==> src/oopd_pkg.sv <==
// Package for the out-of-place n-gram distance block: widths, limits,
// command/status structs shared by controller and datapath, key forming.
// No dependencies.
`default_nettype none

package oopd_pkg;

   localparam int TABLE_DEPTH  = 512;
   localparam int MAX_GRAM_LEN = 5;

   localparam int GRAM_W      = 40;
   localparam int GRAM_BYTES  = 5;
   localparam int LEN_W       = 3;
   localparam int KEY_W       = LEN_W + GRAM_W;
   localparam int ENTRY_W     = KEY_W + 1;
   localparam int KEY_LEN_LIM = (MAX_GRAM_LEN < GRAM_BYTES) ? MAX_GRAM_LEN : GRAM_BYTES;

   localparam int ADDR_W = $clog2(TABLE_DEPTH);
   localparam int FILL_W = $clog2(TABLE_DEPTH + 1);

   localparam int PLEN_W = 10;
   localparam logic [PLEN_W-1:0] PLEN_RESET = 10'd400;

   localparam int POS_W = 10;
   localparam logic [POS_W-1:0] CNT_MAX = 10'd1023;

   localparam int SUM_W  = 20;
   localparam int SUMX_W = SUM_W + 1;
   localparam logic [SUM_W-1:0] SUM_MAX = 20'hFFFFF;

   localparam int DIFF_W = (ADDR_W > POS_W) ? ADDR_W : POS_W;
   localparam int CMP_W  = (FILL_W > PLEN_W) ? FILL_W : PLEN_W;

   localparam logic OP_LOAD    = 1'b0;
   localparam logic OP_MEASURE = 1'b1;

   typedef struct packed {
      logic accept;
      logic ram_rd;
      logic wr_inval;
      logic wr_new;
      logic capture;
      logic found;
      logic acc;
      logic emit;
   } cmd_type;

   typedef struct packed {
      logic op;
      logic last;
      logic load_full;
      logic scan_more;
      logic hit;
      logic rsp_busy;
   } sts_type;

   // key = {clamped length, gram with bytes past the length cleared}
   function automatic logic [KEY_W-1:0] form_key(input logic [GRAM_W-1:0] gram,
                                                 input logic [LEN_W-1:0] len);
      logic [LEN_W-1:0]  n;
      logic [GRAM_W-1:0] masked;
      n = (len > LEN_W'(KEY_LEN_LIM)) ? LEN_W'(KEY_LEN_LIM) : len;
      for (int b = 0; b < GRAM_BYTES; b++) begin
         masked[b*8 +: 8] = (LEN_W'(b) < n) ? gram[b*8 +: 8] : 8'h00;
      end
      return {n, masked};
   endfunction

endpackage

`default_nettype wire

==> src/oopd_ctrl.sv <==
// Sequencer of the out-of-place distance block: accept, table scan,
// invalidate/write on load, accumulate and emit on measure. Uses oopd_pkg.
`default_nettype none

module oopd_ctrl (
   input  wire logic              clock,
   input  wire logic              reset,
   input  wire logic              req_valid,
   output logic                   req_ready,
   input  wire oopd_pkg::sts_type sts,
   output oopd_pkg::cmd_type      cmd
);

   localparam logic [2:0] S_IDLE  = 3'd0;
   localparam logic [2:0] S_SCAN  = 3'd1;
   localparam logic [2:0] S_INVAL = 3'd2;
   localparam logic [2:0] S_WRITE = 3'd3;
   localparam logic [2:0] S_ACC   = 3'd4;
   localparam logic [2:0] S_EMIT  = 3'd5;

   logic [2:0] state_ff, state_in;
   logic       pend_ff, pend_in;

   always_comb begin
      cmd      = '0;
      state_in = state_ff;
      pend_in  = 1'b0;
      unique case (state_ff)
         S_IDLE: begin
            if (req_valid) begin
               cmd.accept = 1'b1;
               state_in   = S_SCAN;
            end
         end
         S_SCAN: begin
            priority if (sts.op == oopd_pkg::OP_LOAD && sts.load_full) begin
               state_in = S_IDLE;
            end else if (pend_ff && sts.hit) begin
               if (sts.op == oopd_pkg::OP_LOAD) begin
                  state_in = S_INVAL;
               end else begin
                  cmd.capture = 1'b1;
                  cmd.found   = 1'b1;
                  state_in    = S_ACC;
               end
            end else if (sts.scan_more) begin
               cmd.ram_rd = 1'b1;
               pend_in    = 1'b1;
            end else begin
               if (sts.op == oopd_pkg::OP_LOAD) begin
                  state_in = S_WRITE;
               end else begin
                  cmd.capture = 1'b1;
                  state_in    = S_ACC;
               end
            end
         end
         S_INVAL: begin
            cmd.wr_inval = 1'b1;
            state_in     = S_WRITE;
         end
         S_WRITE: begin
            cmd.wr_new = 1'b1;
            state_in   = S_IDLE;
         end
         S_ACC: begin
            cmd.acc  = 1'b1;
            state_in = sts.last ? S_EMIT : S_IDLE;
         end
         S_EMIT: begin
            if (!sts.rsp_busy) begin
               cmd.emit = 1'b1;
               state_in = S_IDLE;
            end
         end
         default: begin
            state_in = S_IDLE;
         end
      endcase
   end

   always_ff @(posedge clock) begin
      if (reset) begin
         state_ff <= S_IDLE;
         pend_ff  <= 1'b0;
      end else begin
         state_ff <= state_in;
         pend_ff  <= pend_in;
      end
   end

   assign req_ready = (state_ff == S_IDLE);

   a_accept_scan: assert property (@(posedge clock) disable iff (reset)
      (state_ff == S_IDLE && req_valid) |=> state_ff == S_SCAN)
      else $error("accepted item did not start a scan");

   a_ram_excl: assert property (@(posedge clock) disable iff (reset)
      $onehot0({cmd.ram_rd, cmd.wr_inval, cmd.wr_new}))
      else $error("more than one table access in a cycle");

   a_write_from: assert property (@(posedge clock) disable iff (reset)
      state_ff == S_WRITE |-> ($past(state_ff) == S_SCAN || $past(state_ff) == S_INVAL))
      else $error("table write not preceded by a scan");

   a_emit_from: assert property (@(posedge clock) disable iff (reset)
      state_ff == S_EMIT |-> ($past(state_ff) == S_ACC || $past(state_ff) == S_EMIT))
      else $error("result emitted without accumulation");

   a_pend_scan: assert property (@(posedge clock) disable iff (reset)
      pend_ff |-> state_ff == S_SCAN)
      else $error("read pending outside a scan");

endmodule

`default_nettype wire

==> config.mk <==
export PLATFORM = sky130hd
export DESIGN_NAME = oopd_ctrl
export DESIGN_NICKNAME = d
export VERILOG_FILES = /design/src/oopd_pkg.sv /design/src/oopd_ctrl.sv
export SDC_FILE = /design/constraint.sdc
export NUM_CORES = 1
export LEC_CHECK = 0
export ABC_AREA = 1
export ABC_CLOCK_PERIOD_IN_PS = 1000
export BUFFER_PORTS_ARGS = -buffer_cell sky130_fd_sc_hd__buf_2
export CAP_MARGIN = 20
export CORE_AREA = 2 2 39 41
export CTS_CLUSTER_SIZE = 28
export DETAILED_ROUTE_END_ITERATION = 10
export DIE_AREA = 0 0 41 43
export PLACE_DENSITY_LB_ADDON = 0.12
export REMOVE_ABC_BUFFERS = 1
export SYNTH_ARGS = -nofsm -noshare
export SYNTH_HDL_FRONTEND = slang
export SYNTH_SLANG_ARGS = --single-unit
==> constraint.sdc <==
create_clock -name clock -period 1 [get_ports clock]
set_input_delay 0.1 -clock clock [delete_from_list [all_inputs] [get_ports clock]]
set_output_delay 0.1 -clock clock [all_outputs]
set_load 0.02 [all_outputs]
==> results of run 1 <==
## stage by stage
stage	utilization (%)	worst slack, ps	setup TNS (ps)
after floorplan	-	-260	-1100
after global placement	32.7	-138	-500
after detailed placement	32.7	-142	-541
after CTS	41.3	-282	-2440
after global routing	42.9	-337	-3030
final	42.9	-274	-2170
## kinds of logic (layout without fill, tap and decap cells)
group | count (synthesis) | count (layout) | share of synthesized area [%]
compound gates | 5 | 5 | 10.6
buf+inv | 9 | 43 | 12.7
flops | 4 | 4 | 27.1
simple gates | 30 | 30 | 49.6
## critical path: cells and delay by family (launching register included)
family	cells	cell delay, ps
simple gates	3	230
flops	1	340
compound gates	1	100
buf+inv	3	270
## timing repair
| item | in CTS | in global routing |
|---|---|---|
| pin swaps | 3 | 2 |
| endpoints found under the setup margin | 12 | 13 |
| buffers inserted | 7 | 0 |
| gates resized for setup | 16 | 8 |
## flip-flops by register name, indices dropped and copies added, names as in the netlist
| register | count |
|---|---|
| state_ff | 3 |
| pend_ff | 1 |
## synthesized netlist by cell type
library cell	n	area, µm²
a21oi_1	3	15.0
buf_4	1	7.51
nand3_1	3	15.0
nor2_1	6	22.5
nand2_2	1	6.26
nand2_1	10	37.5
inv_2	3	11.3
dfxtp_1	4	80.1
nand4_1	2	12.5
nor3_1	3	15.0
inv_1	5	18.8
o21a_1	1	7.51
nor4_1	1	6.26
nor2_2	3	18.8
a21oi_2	1	8.76
nor3b_2	1	12.5
## worst max path at each step
stage | endpoint | slack (ps) | depth (start not counted) | startpoint
after floorplan | cmd[0] | -260 | 2 | state_ff[2]
after global placement | cmd[3] | -140 | 7 | state_ff[0]
after detailed placement | cmd[3] | -140 | 7 | state_ff[0]
after CTS | cmd[3] | -280 | 7 | state_ff[0]
after global routing | cmd[3] | -340 | 7 | state_ff[0]
final | cmd[3] | -270 | 7 | state_ff[0]
## power by group through the flow
stage | Combinational [mW] | Clock [mW] | Sequential [mW]
2_1_floorplan | 0.165 | 0 | 0.186
3_3_place_gp | 0.273 | 0 | 0.188
3_5_place_dp | 0.272 | 0 | 0.188
4_1_cts | 0.371 | 0.208 | 0.191
5_1_grt | 0.416 | 0.221 | 0.190
6_report | 0.385 | 0.194 | 0.189
## layout by cell type (no fill, tap or decap), types with 2 or more instances in the layout
cell type	n
buf_4	21
buf_2	10
nand2_1	7
inv_2	4
nor2_2	4
nand2_2	4
nor2_1	4
inv_1	4
nand3_1	3
a21oi_2	3
clkbuf_4	3
nor3_2	2
nand4_1	2
dfxtp_4	2
## layer usage
metal	up-vias	track usage, %	share of wire [%]
met1	177	11.9	45
li1	226	-	-
met5	-	0	0
met2	6	16.9	51
met4	0	10.0	0
met3	0	3.14	3.6
## layout make-up
type,instances,area (µm²)
repair buffers,32,219
fillers,159,791
clock buffers,3,22.5
inverters,8,30.0
well taps,16,20.0
multi-input cells,35,213
flip-flops and latches,4,88.8
==> impl_metrics.yaml, run 1 <==
placed_design:
  hpwl_um: 672
  dp_cells: 88
  io_buffers: 17
  gp_congestion: 0.691
  placed_cell_area_um2: 453
timing:
  hold_ws_ps: 85.8
  clock_skew_ps: 0.954
  worst_pin_slew_ps: 207
  clock.fmax_mhz: 785
  layout_setup_ws_ps: -274
  period_minus_slack_ps: 1270
  relSlewSlack_pct: 86.1
  finalSetupViolCount: 13
  hold_viol_final: 0
  drv_slew: 0
  finalCritPeriodShare_pct: 127
  rsz0062_at_grt: "yes"
cts:
  path_clk_slew_ps: 40
  h-tree-depth: 1
  clock-sinks: 4
  cts_buffers: 3
  cts-root-to-sink-buffers: 2
  insertion_delay_ps: 230
  cts_tree: "done"
  clockRootBuffer: "clkbuf_4"
  ctsHoldBuffers: 0
drt:
  viasPerCell: 4.17
  ant_nets: 0
  dr.pass1.iters: 3
  drt-total-wl_um: 842
  initialDrtViolationCount: 2
  drc: 0
  num_vias: 409
  routedWlPerCell_um: 8.59
run_status:
  violations: "setup timing"
  outcome: "complete, but fails checks"
die:
  dieArea_um2: 1760
  core_region_area_um2: 1380
  row_count: 14
  fp.dieW_um: 41
  initial_utilization_pct: 21.3
  die_y_um: 43
  ios: 18
min_path:
  min_path_type: "in2reg"
  min_from: "reset"
  whs_path_depth: 2
  whs_endpoint: "state_ff[2]"
global_routing:
  grt_max_degree: 7
  grt_overflow: 0
  grt_pass1_wl_um: 1260
  grt_antenna_before_repair: 0
  grt.total_usage_pct: 11.2
  grt_pass1_vias: 365
synthesis:
  syn-instance-count: 48
  ys_ff_latch: 4
  yosysWarnings: 0
  synth-seq-area-share_pct: 27.1
  synth_cell_type_count: 16
  syn_area_per_cell_um2: 6.15
  netlist_area_um2: 295
power_and_ir_drop:
  power_mw: 0.768
  switching_share_pct: 34.6
  clockPowerShare_pct: 25.3
  internal_power_mw: 0.503
  pwr-share-comb_pct: 50.1
  seqPwrFrac_pct: 24.6
  net-switching-power_mw: 0.266
  p_leak_nw: 0.304
  irDropWorstVdd_uv: 549
  power_density_nw_per_um2: 1300
critical_path:
  reg2reg_setup_slack_ps: -250
  critPathKind: "reg2out"
  crit_fanout: 3
  cp.required_ps: 900
  critPathCaptureType: "output port"
  crit_chain: "inv_2, nor2_4, nand2_2, inv_2, nand2_2, a21oi_2, buf_4"
  ff2ff_path_depth: 10
  cp.arrival_ps: 1170
  r2r_end: "state_ff[0]"
  worst_path_max_delay_cell: "dfxtp_2"
  r2r-start: "state_ff[0]"
  cp_slowest_stage_delay_ps: 340
  worstSetupStartpointType: "flip-flop"
layout:
  layout.cells.non_filler: 98
  area_growth_pct: 101
  post-route-cell-area_um2: 593
  nets: 93
  antennaDiodeCount: 0
  drive_above_1_share_pct: 69.5
run:
  max_cap_viol_count: 0
Power figures use the tool's default switching activity.
==> run 2, diff against run 1 <==
--- a/config.mk
+++ b/config.mk
@@ -6,14 +6,14 @@
 export NUM_CORES = 1
 export LEC_CHECK = 0
 export ABC_AREA = 1
-export ABC_CLOCK_PERIOD_IN_PS = 1000
+export ABC_CLOCK_PERIOD_IN_PS = 1400
 export BUFFER_PORTS_ARGS = -buffer_cell sky130_fd_sc_hd__buf_2
 export CAP_MARGIN = 20
 export CORE_AREA = 2 2 39 41
 export CTS_CLUSTER_SIZE = 28
 export DETAILED_ROUTE_END_ITERATION = 10
 export DIE_AREA = 0 0 41 43
-export PLACE_DENSITY_LB_ADDON = 0.12
+export PLACE_DENSITY = 0.45
 export REMOVE_ABC_BUFFERS = 1
 export SYNTH_ARGS = -nofsm -noshare
 export SYNTH_HDL_FRONTEND = slang
==> constraint.sdc (replaced) <==
create_clock -name clock -period 1.4 [get_ports clock]
set_input_delay 0.14 -clock clock [delete_from_list [all_inputs] [get_ports clock]]
set_output_delay 0.14 -clock clock [all_outputs]
set_load 0.02 [all_outputs]
==> run 2 against run 1 <==
  * Cell count decreased by 7.1%
  * Core utilization decreased by 6.5 points
  * Via count decreased by 3.9%
  * Sequential cell count unchanged
  * The flow now finishes without violations
==> impl_metrics.yaml, run 2 (synthesis results as in run 1) <==
critical_path:
  worstSetupStartpointType: "flip-flop"
  critPathCaptureType: "output port"
  cp.required_ps: 1260
  cp.arrival_ps: 1200
  crit_fanout: 4
  critPathKind: "reg2out"
layout:
  antennaDiodeCount: 0
  largest_register_ffs: 3
  reg.largest.list: "state_ff x3, pend_ff x1"
  area_growth_pct: 70.3
  nets: 86
  nFillCells: 164
  layout.cells.non_filler: 91
  post-route-util_pct: 36.3
  drive_above_1_share_pct: 60.0
  final_common_cell: "buf_2"
  regMostFlops: "state_ff"
  mostFrequentLayoutCells: "buf_2 (16), nand2_1 (9), buf_4 (8), nor2_1 (5)"
timing:
  period_minus_slack_ps: 1340
  relSlewSlack_pct: 84.1
  drv_slew: 0
  clock.fmax_mhz: 745
  finalCritPeriodShare_pct: 95.8
  worst_pin_slew_ps: 237
  hold_viol_final: 0
  clock_skew_ps: 3.08
  finalSetupViolCount: 0
placed_design:
  gp_congestion: 0.705
  dp_cells: 80
  io_buffers: 17
  hpwl_um: 624
die:
  die_y_um: 43
  row_count: 14
  dieArea_um2: 1760
  ios: 18
  initial_utilization_pct: 21.3
  fp.dieW_um: 41
  core_region_area_um2: 1380
cts:
  insertion_delay_ps: 230
  cts_tree: "done"
  ctsHoldBuffers: 0
  h-tree-depth: 1
  path_clk_slew_ps: 40
  clockRootBuffer: "clkbuf_4"
  cts_buffers: 3
  cts-root-to-sink-buffers: 2
  clock-sinks: 4
global_routing:
  use_met2_pct: 17.8
  grt_antenna_before_repair: 0
  grt.total_usage_pct: 10.7
  grt_overflow: 0
  grt_max_degree: 7
  grt_use_met3_pct: 1.57
  grt_use_met1_pct: 12.2
  grt_pass1_vias: 357
  grt_pass1_wl_um: 1280
  busiest_layer: "met2"
drt:
  num_vias: 393
  dr.pass1.iters: 4
  drt-total-wl_um: 879
  drc: 0
  ant_nets: 0
  routedWlPerCell_um: 9.66
  initialDrtViolationCount: 9
  viasPerCell: 4.32
power_and_ir_drop:
  switching_share_pct: 35.8
  net-switching-power_mw: 0.185
  internal_power_mw: 0.332
  p_leak_nw: 0.269
  pwr-share-comb_pct: 46.1
  seqPwrFrac_pct: 26.5
  irDropWorstVdd_uv: 423
  power_density_nw_per_um2: 1030
  clockPowerShare_pct: 27.4
min_path:
  min_path_type: "in2reg"
run:
  max_cap_viol_count: 0
run_status:
  outcome: "completed"
[run 2: cell count changes in the layout (fill, tap and decap cells not counted)]
| cell | previous run | this run |
|---|---|---|
| buf_2 | 10 | 16 |
| buf_4 | 21 | 8 |
| dfxtp_2 | 1 | 3 |
| dfxtp_4 | 2 | 0 |
| nand2_1 | 7 | 9 |
| nand2_2 | 4 | 2 |
| nor2_1 | 4 | 5 |
| nor2_2 | 4 | 3 |
| nor3_1 | 1 | 3 |
| nor3_2 | 2 | 0 |
[run 2: path summary, 6_finish.rpt]
check              start           to  slack [ps]  cells after the start
max          state_ff[0]       cmd[3]          60                      7
min reg2reg  state_ff[0]  state_ff[2]         590                      2
min                reset  state_ff[0]         120                      2
max reg2reg  state_ff[0]  state_ff[0]         110                     10
[run 2: cell type report]
class | instances | area, µm² | share of cell area (%)
multi-input cells | 35 | 195 | 38.8
repair buffers | 25 | 151 | 30.1
clock buffers | 3 | 22.5 | 4.48
flip-flops and latches | 4 | 83.8 | 16.7
inverters | 8 | 30.0 | 5.97
well taps | 16 | 20.0 | 3.98
[run 2: what timing repair did]
item | 4_1_cts | 5_1_grt
endpoints found under the hold margin | 0 | 0
endpoints found under the setup margin | 2 | 5
buffers inserted | 6 | 3
pin swaps | 1 | 3
resized for setup | 3 | 8
[run 2: worst max-delay path: stages (launching register included)]
cell	delay [ps]
dfxtp_2	340
inv_2	60
nor2_4	100
nand2_2	90
inv_2	70
nand2_2	60
a21oi_2	100
buf_4	140
[run 2: stage by stage]
step	hold slack, ps	total power, mW	TNS, ps	cell area (µm²)	worst slack [ps]
4_1_cts	111	0.495	0	464	1.74
3_3_place_gp	363	0.299	0	393	226
2_1_floorplan	202	0.251	0	288	100
5_1_grt	126	0.551	-39.7	503	-22.3
3_5_place_dp	359	0.299	0	393	205
6_report	120	0.516	0	503	58.5
[run 2: layer usage]
layer  vias to the layer above  wire [µm]
met5                         -          0
met4                         0         17
met3                         2         21
met2                         8        470
met1                       173        371
li1                        210          -
[run 2: power groups by stage]
stage | registers [mW] | clock network (mW) | logic, mW
4_1_cts | 0.135 | 0.149 | 0.211
6_report | 0.137 | 0.141 | 0.238
2_1_floorplan | 0.133 | 0 | 0.118
5_1_grt | 0.140 | 0.149 | 0.263
3_3_place_gp | 0.134 | 0 | 0.165
3_5_place_dp | 0.135 | 0 | 0.165
